<file path="config.mk">
export PLATFORM = sky130hd
export DESIGN_NAME = checked_inorder_packet_receiver_flat
export DESIGN_NICKNAME = d
export VERILOG_FILES = /design/src/design/cipr_pkg.sv /design/src/design/cipr_in_if.sv /design/src/design/cipr_out_if.sv /design/src/design/checked_inorder_packet_receiver.sv /design/src/flat_wrapper.sv
export SDC_FILE = /design/constraint.sdc
export NUM_CORES = 1
export LEC_CHECK = 0
export BUFFER_PORTS_ARGS = -buffer_cell sky130_fd_sc_hd__buf_2
export CAP_MARGIN = 20
export CELL_PAD_IN_SITES_DETAIL_PLACEMENT = 1
export CELL_PAD_IN_SITES_GLOBAL_PLACEMENT = 1
export CORE_ASPECT_RATIO = 0.5
export CORE_MARGIN = 2
export CORE_UTILIZATION = 43
export DETAILED_ROUTE_END_ITERATION = 16
export PLACE_DENSITY = 0.8
export SETUP_SLACK_MARGIN = 0.3
export SYNTH_ARGS = -nofsm -noshare
export SYNTH_HDL_FRONTEND = slang
export SYNTH_SLANG_ARGS = --single-unit
</file>
<file path="constraint.sdc">
create_clock -name clk_i -period 12.1 [get_ports clk_i]
set_input_delay 0.605 -clock clk_i [delete_from_list [all_inputs] [get_ports clk_i]]
set_output_delay 0.605 -clock clk_i [all_outputs]
set_load 0.02 [all_outputs]
</file>
<file path="src/design/cipr_pkg.sv">
// ----------------------------------------------------------------------------
// cipr_pkg: shared definitions for the checked in-order packet receiver
// Item and result structs, verdict codes and payload limits.
// ----------------------------------------------------------------------------
`default_nettype none

package cipr_pkg;

  // Largest number of payload bytes summed per packet
  localparam int unsigned MAX_PAYLOAD = 1024;
  localparam int unsigned CNT_W       = $clog2(MAX_PAYLOAD + 1);

  localparam int unsigned WORD_W = 16;
  localparam int unsigned LEN_W  = 11;
  localparam int unsigned BYTE_W = 8;

  // Sum of up to six 16-bit words
  localparam int unsigned ACC_W = WORD_W + 3;

  localparam logic [WORD_W-1:0] SUM_GOOD  = 16'hffff;
  localparam logic [WORD_W-1:0] SEQ_RESET = 16'h0001;

  // Verdict codes carried in the result
  typedef enum logic [1:0] {
    VERDICT_CSUM_ERR = 2'd0,
    VERDICT_IN_ORDER = 2'd1,
    VERDICT_AHEAD    = 2'd2
  } verdict_e;

  // One received item
  typedef struct packed {
    logic              first_item;
    logic              last_item;
    logic [WORD_W-1:0] pkt_seq;
    logic [WORD_W-1:0] pkt_ack;
    logic [WORD_W-1:0] pkt_syn;
    logic [LEN_W-1:0]  payload_length;
    logic [WORD_W-1:0] pkt_checksum;
    logic              byte_present;
    logic [BYTE_W-1:0] payload_byte;
  } item_t;

  // One reply
  typedef struct packed {
    logic [WORD_W-1:0] reply_seq;
    logic [WORD_W-1:0] reply_ack;
    logic              deliver;
    logic [1:0]        verdict;
  } reply_t;

endpackage

`default_nettype wire

</file>
<file path="src/design/cipr_in_if.sv">
// ----------------------------------------------------------------------------
// cipr_in_if: packet item channel
// Valid/ready channel carrying one packet item per transaction.
// ----------------------------------------------------------------------------
`default_nettype none

interface cipr_in_if;

  logic                             valid;
  logic                             ready;
  logic                             first_item;
  logic                             last_item;
  logic [cipr_pkg::WORD_W-1:0]      pkt_seq;
  logic [cipr_pkg::WORD_W-1:0]      pkt_ack;
  logic [cipr_pkg::WORD_W-1:0]      pkt_syn;
  logic [cipr_pkg::LEN_W-1:0]       payload_length;
  logic [cipr_pkg::WORD_W-1:0]      pkt_checksum;
  logic                             byte_present;
  logic [cipr_pkg::BYTE_W-1:0]      payload_byte;

  modport source (
    output valid, first_item, last_item, pkt_seq, pkt_ack, pkt_syn,
           payload_length, pkt_checksum, byte_present, payload_byte,
    input  ready
  );

  modport sink (
    input  valid, first_item, last_item, pkt_seq, pkt_ack, pkt_syn,
           payload_length, pkt_checksum, byte_present, payload_byte,
    output ready
  );

endinterface

`default_nettype wire

</file>
<file path="src/design/cipr_out_if.sv">
// ----------------------------------------------------------------------------
// cipr_out_if: reply channel
// Valid/ready channel carrying one acknowledgment reply per transaction.
// ----------------------------------------------------------------------------
`default_nettype none

interface cipr_out_if;

  logic                        valid;
  logic                        ready;
  logic [cipr_pkg::WORD_W-1:0] reply_seq;
  logic [cipr_pkg::WORD_W-1:0] reply_ack;
  logic                        deliver;
  logic [1:0]                  verdict;

  modport source (
    output valid, reply_seq, reply_ack, deliver, verdict,
    input  ready
  );

  modport sink (
    input  valid, reply_seq, reply_ack, deliver, verdict,
    output ready
  );

endinterface

`default_nettype wire

</file>
<file path="src/design/checked_inorder_packet_receiver.sv">
// ----------------------------------------------------------------------------
// checked_inorder_packet_receiver: in-order packet receiver with checksum
// Sums header and payload in ones-complement arithmetic and acknowledges.
// ----------------------------------------------------------------------------
// The receiver takes one item per clock: the first item of a packet carries
// the header words, each item may carry one payload byte, and the last item
// closes the packet. A 16-bit ones-complement sum with end-around carry runs
// over the header words and the big-endian byte pairs, an odd final byte
// padded with zero. A last item loads the reply register as it leaves the
// item register: a checksum error repeats the previous acknowledgment, an
// in-order packet is acknowledged and marked for delivery, a packet ahead of
// the expected number re-acknowledges expected-1, and a stale packet gets no
// reply. The sustained rate is one item per cycle; it is set by the single
// sum-and-fold step between the item register and the reply register, and
// it drops only while the reply register is held by the downstream side.
`default_nettype none

module checked_inorder_packet_receiver (
  input  wire       clk_i,
  input  wire       rst_ni,
  cipr_in_if.sink   in_i,
  cipr_out_if.source out_o
);

  // Item register
  logic                  item_vld_q;
  cipr_pkg::item_t       item_q;

  // Packet state
  logic [cipr_pkg::WORD_W-1:0] expected_q, expected_d;
  logic [cipr_pkg::WORD_W-1:0] last_ack_q, last_ack_d;
  logic [cipr_pkg::WORD_W-1:0] sum_q, sum_d;
  logic [cipr_pkg::BYTE_W-1:0] held_q, held_d;
  logic                        phase_q, phase_d;
  logic [cipr_pkg::WORD_W-1:0] seq_lat_q, seq_lat_d;
  logic [cipr_pkg::CNT_W-1:0]  cnt_q, cnt_d;

  // Reply register
  logic                  out_vld_q;
  cipr_pkg::reply_t      reply_q, reply_d;

  logic                  proc_fire;
  logic                  emit;
  logic                  in_fire;

  // Working values
  logic [cipr_pkg::BYTE_W-1:0] held0, held1;
  logic                        phase0, phase1;
  logic [cipr_pkg::CNT_W-1:0]  cnt0;
  logic                        take_byte;
  logic [cipr_pkg::WORD_W-1:0] word;
  logic [cipr_pkg::ACC_W-1:0]  acc;
  logic [cipr_pkg::WORD_W:0]   fold1;
  logic [cipr_pkg::WORD_W-1:0] new_sum;

  // Advance the item stage when the reply register can take its result
  assign proc_fire = item_vld_q && (!out_vld_q || out_o.ready);
  assign in_i.ready = !item_vld_q || proc_fire;
  assign in_fire    = in_i.valid && in_i.ready;

  // Capture item
  always_ff @(posedge clk_i or negedge rst_ni) begin
    if (!rst_ni) begin
      item_vld_q <= 1'b0;
    end else if (in_i.ready) begin
      item_vld_q <= in_i.valid;
    end
  end

  always_ff @(posedge clk_i) begin
    if (in_fire) begin
      item_q.first_item     <= in_i.first_item;
      item_q.last_item      <= in_i.last_item;
      item_q.pkt_seq        <= in_i.pkt_seq;
      item_q.pkt_ack        <= in_i.pkt_ack;
      item_q.pkt_syn        <= in_i.pkt_syn;
      item_q.payload_length <= in_i.payload_length;
      item_q.pkt_checksum   <= in_i.pkt_checksum;
      item_q.byte_present   <= in_i.byte_present;
      item_q.payload_byte   <= in_i.payload_byte;
    end
  end

  // Byte pairing, sum and verdict
  always_comb begin
    phase0    = item_q.first_item ? 1'b0 : phase_q;
    held0     = item_q.first_item ? '0 : held_q;
    cnt0      = item_q.first_item ? '0 : cnt_q;
    seq_lat_d = item_q.first_item ? item_q.pkt_seq : seq_lat_q;

    take_byte = item_q.byte_present &&
                (cnt0 < cipr_pkg::CNT_W'(cipr_pkg::MAX_PAYLOAD));
    cnt_d  = cnt0;
    phase1 = phase0;
    held1  = held0;
    word   = '0;
    if (take_byte) begin
      cnt_d = cnt0 + 1'b1;
      if (!phase0) begin
        held1  = item_q.payload_byte;
        phase1 = 1'b1;
      end else begin
        word   = {held0, item_q.payload_byte};
        phase1 = 1'b0;
        held1  = '0;
      end
    end
    // Pad an odd final byte
    if (item_q.last_item && phase1) begin
      word = {held1, {cipr_pkg::BYTE_W{1'b0}}};
    end

    // Multi-operand sum, then fold carries end-around twice
    if (item_q.first_item) begin
      acc = cipr_pkg::ACC_W'(item_q.pkt_seq) + cipr_pkg::ACC_W'(item_q.pkt_ack)
          + cipr_pkg::ACC_W'(item_q.pkt_syn) + cipr_pkg::ACC_W'(item_q.payload_length)
          + cipr_pkg::ACC_W'(item_q.pkt_checksum) + cipr_pkg::ACC_W'(word);
    end else begin
      acc = cipr_pkg::ACC_W'(sum_q) + cipr_pkg::ACC_W'(word);
    end
    fold1   = (cipr_pkg::WORD_W+1)'(acc[cipr_pkg::WORD_W-1:0])
            + (cipr_pkg::WORD_W+1)'(acc[cipr_pkg::ACC_W-1:cipr_pkg::WORD_W]);
    new_sum = fold1[cipr_pkg::WORD_W-1:0]
            + cipr_pkg::WORD_W'(fold1[cipr_pkg::WORD_W]);

    expected_d = expected_q;
    last_ack_d = last_ack_q;
    sum_d      = new_sum;
    phase_d    = phase1;
    held_d     = held1;
    emit       = 1'b0;
    reply_d    = reply_q;

    if (item_q.last_item) begin
      // Close the packet
      sum_d   = '0;
      phase_d = 1'b0;
      held_d  = '0;
      cnt_d   = '0;
      emit    = 1'b1;
      reply_d.deliver = 1'b0;
      reply_d.verdict = cipr_pkg::VERDICT_CSUM_ERR;
      if (new_sum != cipr_pkg::SUM_GOOD) begin
        reply_d.verdict = cipr_pkg::VERDICT_CSUM_ERR;
      end else if (seq_lat_d == expected_q) begin
        last_ack_d      = seq_lat_d;
        expected_d      = expected_q + 1'b1;
        reply_d.deliver = 1'b1;
        reply_d.verdict = cipr_pkg::VERDICT_IN_ORDER;
      end else if (seq_lat_d > expected_q) begin
        last_ack_d      = expected_q - 1'b1;
        reply_d.verdict = cipr_pkg::VERDICT_AHEAD;
      end else begin
        // Stale: drop silently
        emit = 1'b0;
      end
      reply_d.reply_seq = expected_d;
      reply_d.reply_ack = last_ack_d;
    end
  end

  // Hold packet state
  always_ff @(posedge clk_i or negedge rst_ni) begin
    if (!rst_ni) begin
      expected_q <= cipr_pkg::SEQ_RESET;
      last_ack_q <= '0;
      sum_q      <= '0;
      held_q     <= '0;
      phase_q    <= 1'b0;
      seq_lat_q  <= '0;
      cnt_q      <= '0;
    end else if (proc_fire) begin
      expected_q <= expected_d;
      last_ack_q <= last_ack_d;
      sum_q      <= sum_d;
      held_q     <= held_d;
      phase_q    <= phase_d;
      seq_lat_q  <= seq_lat_d;
      cnt_q      <= cnt_d;
    end
  end

  // Reply register
  always_ff @(posedge clk_i or negedge rst_ni) begin
    if (!rst_ni) begin
      out_vld_q <= 1'b0;
    end else if (proc_fire) begin
      out_vld_q <= emit;
    end else if (out_o.ready) begin
      out_vld_q <= 1'b0;
    end
  end

  always_ff @(posedge clk_i) begin
    if (proc_fire && emit) begin
      reply_q <= reply_d;
    end
  end

  assign out_o.valid     = out_vld_q;
  assign out_o.reply_seq = reply_q.reply_seq;
  assign out_o.reply_ack = reply_q.reply_ack;
  assign out_o.deliver   = reply_q.deliver;
  assign out_o.verdict   = reply_q.verdict;

  // Checks
  a_deliver_in_order: assert property (@(posedge clk_i) disable iff (!rst_ni)
    out_vld_q && reply_q.deliver |-> reply_q.verdict == cipr_pkg::VERDICT_IN_ORDER)
    else $error("deliver set without in-order verdict");

  a_expected_advance: assert property (@(posedge clk_i) disable iff (!rst_ni)
    proc_fire && emit && reply_d.deliver |=> expected_q == $past(expected_q) + 1'b1)
    else $error("expected sequence did not advance on delivery");

  a_stall_blocks_input: assert property (@(posedge clk_i) disable iff (!rst_ni)
    item_vld_q && !proc_fire |-> !in_i.ready)
    else $error("input ready while item stage stalled");

  a_close_clears: assert property (@(posedge clk_i) disable iff (!rst_ni)
    proc_fire && item_q.last_item |=> !phase_q && sum_q == '0 && cnt_q == '0)
    else $error("packet state not cleared after last item");

  a_reply_held: assert property (@(posedge clk_i) disable iff (!rst_ni)
    out_vld_q && !out_o.ready |=> out_vld_q && $stable(reply_q))
    else $error("stalled reply changed");

endmodule

`default_nettype wire

</file>
<file path="src/flat_wrapper.sv">
// flat-port wrapper written by rule: the top's interface ports become plain ports
module checked_inorder_packet_receiver_flat 
  (clk_i, rst_ni, in_i_valid, in_i_first_item, in_i_last_item, in_i_pkt_seq, in_i_pkt_ack, in_i_pkt_syn, in_i_payload_length, in_i_pkt_checksum, in_i_byte_present, in_i_payload_byte, in_i_ready, out_o_valid, out_o_reply_seq, out_o_reply_ack, out_o_deliver, out_o_verdict, out_o_ready);
  cipr_in_if in_i_i ();
  cipr_out_if out_o_i ();
  input  wire clk_i;
  input  wire rst_ni;
  input wire logic [$bits(in_i_i.valid)-1:0] in_i_valid;
  input wire logic [$bits(in_i_i.first_item)-1:0] in_i_first_item;
  input wire logic [$bits(in_i_i.last_item)-1:0] in_i_last_item;
  input wire logic [$bits(in_i_i.pkt_seq)-1:0] in_i_pkt_seq;
  input wire logic [$bits(in_i_i.pkt_ack)-1:0] in_i_pkt_ack;
  input wire logic [$bits(in_i_i.pkt_syn)-1:0] in_i_pkt_syn;
  input wire logic [$bits(in_i_i.payload_length)-1:0] in_i_payload_length;
  input wire logic [$bits(in_i_i.pkt_checksum)-1:0] in_i_pkt_checksum;
  input wire logic [$bits(in_i_i.byte_present)-1:0] in_i_byte_present;
  input wire logic [$bits(in_i_i.payload_byte)-1:0] in_i_payload_byte;
  output wire logic [$bits(in_i_i.ready)-1:0] in_i_ready;
  output wire logic [$bits(out_o_i.valid)-1:0] out_o_valid;
  output wire logic [$bits(out_o_i.reply_seq)-1:0] out_o_reply_seq;
  output wire logic [$bits(out_o_i.reply_ack)-1:0] out_o_reply_ack;
  output wire logic [$bits(out_o_i.deliver)-1:0] out_o_deliver;
  output wire logic [$bits(out_o_i.verdict)-1:0] out_o_verdict;
  input wire logic [$bits(out_o_i.ready)-1:0] out_o_ready;
  assign in_i_i.valid = in_i_valid;
  assign in_i_i.first_item = in_i_first_item;
  assign in_i_i.last_item = in_i_last_item;
  assign in_i_i.pkt_seq = in_i_pkt_seq;
  assign in_i_i.pkt_ack = in_i_pkt_ack;
  assign in_i_i.pkt_syn = in_i_pkt_syn;
  assign in_i_i.payload_length = in_i_payload_length;
  assign in_i_i.pkt_checksum = in_i_pkt_checksum;
  assign in_i_i.byte_present = in_i_byte_present;
  assign in_i_i.payload_byte = in_i_payload_byte;
  assign in_i_ready = in_i_i.ready;
  assign out_o_valid = out_o_i.valid;
  assign out_o_reply_seq = out_o_i.reply_seq;
  assign out_o_reply_ack = out_o_i.reply_ack;
  assign out_o_deliver = out_o_i.deliver;
  assign out_o_verdict = out_o_i.verdict;
  assign out_o_i.ready = out_o_ready;
  checked_inorder_packet_receiver u_core (.clk_i(clk_i), .rst_ni(rst_ni), .in_i(in_i_i), .out_o(out_o_i));
endmodule
</file>
# --- Yosys cells after proc, flatten, opt, wreduce, memory -nomap -nowiden ---
# Index checks and enable logic that the tools add are counted.
word_totals:
  elab_cells: 82
  reg_bits: 207
  inputBits: 90
  out_inout_bits: 37
classes:
  n_lt_le_gt_ge: 2
  reduce_logical: 13
  eq_ne: 2
  n_addsub: 11
  muxes: 31
ops:
  columns: ["cell", "n"]
  rows:
  - ["2-to-1 mux 16 bit", 10]
  - ["adder 19 x 16 -> 19 bit", 3]
  - ["adder 16 x 16 -> 17 bit", 2]
  - ["2-to-1 mux 11 bit", 3]
  - ["2-to-1 mux 8 bit", 4]
  - ["adder 19 x 11 -> 19 bit", 1]
  - ["2-to-1 mux 19 bit", 1]
  - ["adder 16 x 3 -> 17 bit", 1]
  - ["adder 16 x 1 -> 16 bit", 1]
  - ["adder 16 x 1 -> 16 bit (second input constant)", 1]
  - ["equality test 16 bit", 1]
  - ["> comparator 16 bit", 1]
  - ["!= test 16 bit (second input constant)", 1]
  - ["subtractor 16 x 1 -> 16 bit (second input constant)", 1]
  - ["2-to-1 mux 1 bit", 12]
  - ["adder 11 x 1 -> 11 bit (second input constant)", 1]
  - ["< comparator 11 bit (second input constant)", 1]
  - ["logical AND 1 bit", 5]
  - ["AND reduction 2 bit", 2]
  - ["logical NOT 1 bit", 2]
  - ["logical OR 1 bit", 2]
  - ["2-to-1 mux 2 bit", 1]
  - ["nonzero test 2 bit", 1]
  - ["OR reduction 2 bit", 1]

# --- Logic depth before layout (Yosys ltp) ---
depth:
  depth_word: 15
  mapped_depth: 52
  mapped_depth_nobuf: 50

# --- Least setup slack after synthesis ---
# OpenSTA, ideal clock, no wires.
synth_timing:
  kind: "reg2reg"
  from: "register u_core.item_q[85] (netlist name)"
  to: "register u_core.reply_q (netlist bit u_core.out_o.reply_ack[0]) (enable)"
  setup_slack_ns: 0.793
  stages_incl_launch_ff: 46
  required_ns: 11.675
  arrival_ns: 10.881
  setup_time_ns: 0.425
  period_less_slack_ns: 11.307
  n_path_buf: 4
  cell_sequence: "edfxtp_1 -> inv_2 -> clkbuf_1 -> nand2_1 -> and2_1 -> clkbuf_1 -> and3_1 -> and2_1 -> fa_1 -> inv_1 -> fa_1 -> fa_1 -> inv_1 -> ha_1 -> inv_1 -> fa_1 -> and2b_1 -> o31ai_2 -> [... 10 more ...] -> inv_1 -> a21o_1 -> o211ai_1 -> or3_1 -> nor2_1 -> and4b_1 -> ha_1 -> ha_1 -> nand2_1 -> or3_1 -> nor4_2 -> o2111ai_1 -> nand3b_1 -> a311o_1 -> buf_6 -> clkbuf_1 -> nor3_1 -> nor2_1"
synth_via:
  elab_chain_cells: 15
  elab_cells_between_ends: 28
  cone_classes: "add/sub (4); order compare (2); eq/ne (2); mux (16); reduce/logical (4)"
synth_rtl:
  columns: ["element", "line", "text"]
  rows:
  - ["from (decl)", "checked_inorder_packet_receiver.sv:27", "cipr_pkg::item_t item_q;"]
  - ["2-to-1 mux 11 bit", "checked_inorder_packet_receiver.sv:88", "cnt0 = item_q.first_item ? '0 : cnt_q;"]
  - ["< comparator 11 bit", "checked_inorder_packet_receiver.sv:92", "(cnt0 < cipr_pkg::CNT_W'(cipr_pkg::MAX_PAYLOAD));"]
  - ["logical AND 1 bit", "checked_inorder_packet_receiver.sv:91", "take_byte = item_q.byte_present &&"]
  - ["2-to-1 mux 1 bit", "checked_inorder_packet_receiver.sv:97", "if (take_byte) begin"]
  - ["logical AND 1 bit", "checked_inorder_packet_receiver.sv:109", "if (item_q.last_item && phase1) begin"]
  - ["2-to-1 mux 16 bit", "checked_inorder_packet_receiver.sv:109", null]
  - ["adder 19 x 16 -> 19 bit / adder 16 x 16 -> 17 bit (equally long branches)", "checked_inorder_packet_receiver.sv:117, checked_inorder_packet_receiver.sv:119", null]
  - ["2-to-1 mux 19 bit", "checked_inorder_packet_receiver.sv:114", "if (item_q.first_item) begin"]
  - ["adder 16 x 3 -> 17 bit", "checked_inorder_packet_receiver.sv:122", "+ (cipr_pkg::WORD_W+1)'(acc[cipr_pkg::ACC_W-1:cipr_pkg::WORD_W]);"]
  - ["adder 16 x 1 -> 16 bit", "checked_inorder_packet_receiver.sv:124", "+ cipr_pkg::WORD_W'(fold1[cipr_pkg::WORD_W]);"]
  - ["!= test 16 bit", "checked_inorder_packet_receiver.sv:143", "if (new_sum != cipr_pkg::SUM_GOOD) begin"]
  - ["2-to-1 mux 1 bit (*)", "checked_inorder_packet_receiver.sv:143", null]
  - ["2-to-1 mux 1 bit (*)", "checked_inorder_packet_receiver.sv:134", "if (item_q.last_item) begin"]
  - ["logical AND 1 bit (*)", "checked_inorder_packet_receiver.sv:195", "if (proc_fire && emit) begin"]
  - ["AND reduction 2 bit (no line) (*)", null, null]
  - ["to (signal assigned)", "checked_inorder_packet_receiver.sv:196", "reply_q <= reply_d;"]
  - ["to (decl)", "checked_inorder_packet_receiver.sv:40", "cipr_pkg::reply_t reply_q, reply_d;"]
# Mark *: on every way between the ends. The rest lies on a longest branch, timed or not.
# A chain may end at the register's enable or synchronous reset.

# --- Worst setup path after layout ---
layout_timing:
  from: "register u_core.item_q[53] (netlist name)"
  to: "register u_core.expected_q[1] (netlist name)"
layout_via:
  elab_chain_cells: 10
layout_rtl:
  columns: ["element", "line", "text"]
  rows:
  - ["adder 16 x 16 -> 17 bit", "checked_inorder_packet_receiver.sv:115", "acc = cipr_pkg::ACC_W'(item_q.pkt_seq) + cipr_pkg::ACC_W'(item_q.pkt_ack)"]
  - ["adder 19 x 16 -> 19 bit", "checked_inorder_packet_receiver.sv:116", "+ cipr_pkg::ACC_W'(item_q.pkt_syn) + cipr_pkg::ACC_W'(item_q.payload_length)"]
  - ["adder 19 x 11 -> 19 bit", "checked_inorder_packet_receiver.sv:116", null]
  - ["adder 19 x 16 -> 19 bit (2 in a row)", "checked_inorder_packet_receiver.sv:117", "+ cipr_pkg::ACC_W'(item_q.pkt_checksum) + cipr_pkg::ACC_W'(word);"]
  - ["2-to-1 mux 19 bit", "checked_inorder_packet_receiver.sv:114", null]
  - ["adder 16 x 3 -> 17 bit", "checked_inorder_packet_receiver.sv:122", null]
  - ["adder 16 x 1 -> 16 bit", "checked_inorder_packet_receiver.sv:124", null]
  - ["!= test 16 bit", "checked_inorder_packet_receiver.sv:143", null]
  - ["2-to-1 mux 16 bit", "checked_inorder_packet_receiver.sv:143", null]
  - ["to (signal assigned)", "checked_inorder_packet_receiver.sv:165", "expected_q <= cipr_pkg::SEQ_RESET;"]
  - ["to (signal assigned)", "checked_inorder_packet_receiver.sv:173", "expected_q <= expected_d;"]
  - ["to (decl)", "checked_inorder_packet_receiver.sv:30", "logic [cipr_pkg::WORD_W-1:0] expected_q, expected_d;"]
# No other way between the ends.

==> impl_results.md <==
* Status: finished clean
* Skew-Pair Late Insertion Delay at 0.54 ns
* Buf/Inv on CP at 6
* Setup TNS at 0 ns
* CTS max path bufs at 3
* RSZ-0062 raised after global routing: no
* Die area at 32700 µm²
* Sink Count at 206
* Total grt overflow at 0
* # setup viols final at 0
* Fin nets at 1618
* Skew final at 0.0117 ns
* CTS tree: done
* Crit path depth at 46
* TritonCTS Buffers at 22
* Finished Core Util at 50.7%
* Post-synth EDFFs at 120
* Final WS setup at 0.916 ns
* Worst slack, placed at 0.314 ns
* Layout cells sized above 1 at 19.4%
* Initial antenna violation count at 1
* I/O Buffers at 126
* Max Used Layer: met4
* Tmin final at 11.18 ns
* Worst setup EP type: flip-flop
* Fin. max-slew vios at 0
* Setup crit start: u_core.item_q[53]
* H-tree lvl count at 1
* Cell Pwr Density at 201 nW/µm²
* WP data arrival at 11.61 ns
* Slew HR at 26.8%
* Via density at 5.71
* Most used cell, CP: ha_1
* Routed wl met2 at 20000 µm
* First-pass GRT wire length at 62200 µm
* Placeable Area at 30500 µm²
* Routed met3 length at 1860 µm
* Syn Std Cell Area at 13400 µm²
* Area delta synth->final at 15.2%
* Syn avg cell area at 10.6 µm²
* YS warnings at 0
* Wire per inst at 22.0 µm
* Via count at 10504
* Final Cycle Share at 92.4%
* Hold violation count in the final report at 0
* Rows at 45
* Crit-path max FO at 8
* Post-synthesis cell count at 1266
* FMAX at 89.4 MHz
* Async SR Flop Fraction at 41.7%
* Slowest stage delay, CP at 0.61 ns
* Worst Hold Class: in -> reg
* # DRC at 0
* Clock root buffer: clkbuf_16
* Largest net degree at the start of global routing at 77
* VDD IR-drop max at 0.112 mV
* LEAKAGE at 6.49 nW
* Slew of the pin with the lowest slew margin at 1.10 ns
* WS Path Type: reg -> reg
* R2r endpoint: u_core.expected_q[1]
* Req. time, crit path at 12.53 ns
* Mapped Nets at 1484
* Most used DFF post-synth: edfxtp_1
* Slowest CP cell: nor4_2
* Antenna viol nets, final at 0
* IO Pins at 127
* Setup slack, reg-to-reg at 0.92 ns
* Critical path destination: u_core.expected_q[1]
* Final Cell Area at 15500 µm²
* Iter 0 DRT Violations at 646
* 1st-pass router iterations at 5
* Vias in the first global route at 11160
* Post-Route WL at 40400 µm
* Global placement routability congestion at 0.910
* Clk slew on worst S/H paths at 0.07 ns
* Worst r2r path cells at 46
* Placed inst area at 14500 µm²
* Max-Cap Viols at 0
* Post-DP HPWL at 29900 µm
* FF-to-FF Start: u_core.item_q[53]
* Part of the Yosys area used for sequential elements at 42.9%
* Die height at 129 µm
* Aggregate global-route resource usage at 24.6%
* Synth cell types at 84
* Die Wd at 254 µm
* Worst Setup Start Kind: flip-flop
* Synthesis-stage register bit count at 206
* Initial Util at 44.0%
* WL met1 at 17400 µm
* Delay-heaviest family, CP: adder cells
## state kept, by name (all words and copies together) (netlist names), 2 cells and up
register,cells
u_core.cnt_q,11
u_core.expected_q,16
u_core.held_q,8
u_core.item_q,86
u_core.last_ack_q,16
u_core.out_o.reply_ack,16
u_core.out_o.reply_seq,16
u_core.out_o.verdict,2
u_core.seq_lat_q,16
u_core.sum_q,16
## timing repair
item	CTS	global route
buffers inserted	0	11
pin swaps	1	8
endpoints found under the hold margin	25	0
hold buffers	1	0
gates cloned	1	1
setup endpoints to repair	37	101
gates resized for setup	3	29
## worst min-delay path by stage
stage,startpoint,to,slack (ns),depth (start not counted)
2_1_floorplan,rst_ni,u_core.cnt_q[0],0.31,0
3_3_place_gp,u_core.seq_lat_q[13],u_core.seq_lat_q[13],0.45,2
3_5_place_dp,u_core.seq_lat_q[15],u_core.seq_lat_q[15],0.46,2
4_1_cts,in_i_payload_length[1],u_core.item_q[26],0.22,1
5_1_grt,in_i_pkt_checksum[1],u_core.item_q[10],0.22,1
6_report,in_i_payload_byte[7],u_core.item_q[7],0.24,1
## worst register-to-register path: cells and delay by family (launching register included)
kind	cells	cell delay, ns
AND/OR/NAND/NOR	12	3.03
flip-flops	1	0.44
buffers and inverters	6	0.55
multiplexers	1	0.36
XOR/XNOR	2	0.34
AO/OA/AOI/OAI	16	3.17
adder cells (fa/ha/maj)	9	3.19
## cell usage after synthesis (9+ instances only)
library cell	number	area, µm²
nand2_1	122	458
edfxtp_1	120	3600
inv_1	97	364
dfrtp_1	85	2130
ha_1	82	1030
xnor2_1	77	674
o21ai_0	76	380
nor2_1	65	244
fa_1	46	921
a21oi_1	36	180
clkbuf_1	27	101
nand3_1	25	125
nor3_1	24	120
a22o_1	23	201
mux2_2	23	259
a21o_1	20	150
o21a_1	19	143
a31oi_1	18	113
nand2b_1	18	113
nand4_1	16	100
xor2_1	16	140
nor2b_1	15	93.8
nor3_2	15	150
and3_1	13	81.3
nor4_2	12	150
and2_1	11	68.8
or3_1	11	68.8
a2bb2oi_1	10	87.6
mux2i_1	10	100
nor4_1	9	56.3
o2bb2ai_1	9	78.8
## logic make-up after synthesis
| logic type | share of synthesized area (%) |
|---|---|
| and+or+nand+nor | 15.8 |
| AOI/OAI and AO/OA | 13.7 |
| DFF | 42.9 |
| buffers and inverters | 4.33 |
| adders and majority gates | 14.5 |
| xor gates and xnor gates | 6.07 |
| muxes | 2.68 |
## power breakdown
part / leakage, nW / internal [mW] / switching (mW) / total, mW
Combinational: 3.95 / 0.577 / 0.965 / 1.54
Sequential: 2.19 / 0.813 / 0.0435 / 0.857
Clock: 0.351 / 0.394 / 0.308 / 0.702
## layout by cell type (no fill, tap or decap), types with 7 or more instances in the layout
master	count
a2bb2oi_1	10
dfrtp_1	85
or3_1	9
mux2i_1	10
xor2_1	16
a21oi_1	33
o21ai_0	71
buf_4	20
a21o_1	20
mux2_2	23
buf_2	125
nand3_1	24
edfxtp_1	120
nand4_1	16
nor3_2	13
and3_1	13
inv_1	97
ha_1	82
clkbuf_16	22
nor4_1	8
o21a_1	19
o2bb2ai_1	9
o211ai_1	7
nor3_1	23
xnor2_1	77
and2_1	10
clkinv_1	8
nor2_1	63
a22o_1	23
nand2b_1	18
a211oi_1	7
fa_1	45
nand2_1	122
a31oi_1	17
nor2b_1	14
nor4_2	11
## layer usage
layer / vias to the layer above / GRT usage, %
li1: 4817 / -
met1: 5364 / 31.5
met2: 248 / 43.1
met3: 75 / 4.29
met4: 0 / 7.06
met5: - / 0
## layout make-up
cell class	count	area, µm²
tap	423	529
clock buffer	27	589
multi-input combinational	917	7240
antenna	1	2.50
inverter	106	398
timing repair buffer	147	806
clock inverter	13	144
fill	3379	15100
sequential	206	5760
## metrics by stage
step	hold WS (ns)	power [mW]	std cells
4_1_cts	0.224	3.03	1827
6_report	0.237	3.10	1840
5_1_grt	0.221	3.30	1839
3_5_place_dp	0.460	2.31	1785
2_1_floorplan	0.309	1.92	1266
3_3_place_gp	0.454	2.25	1785
Power figures use the tool's default switching activity.
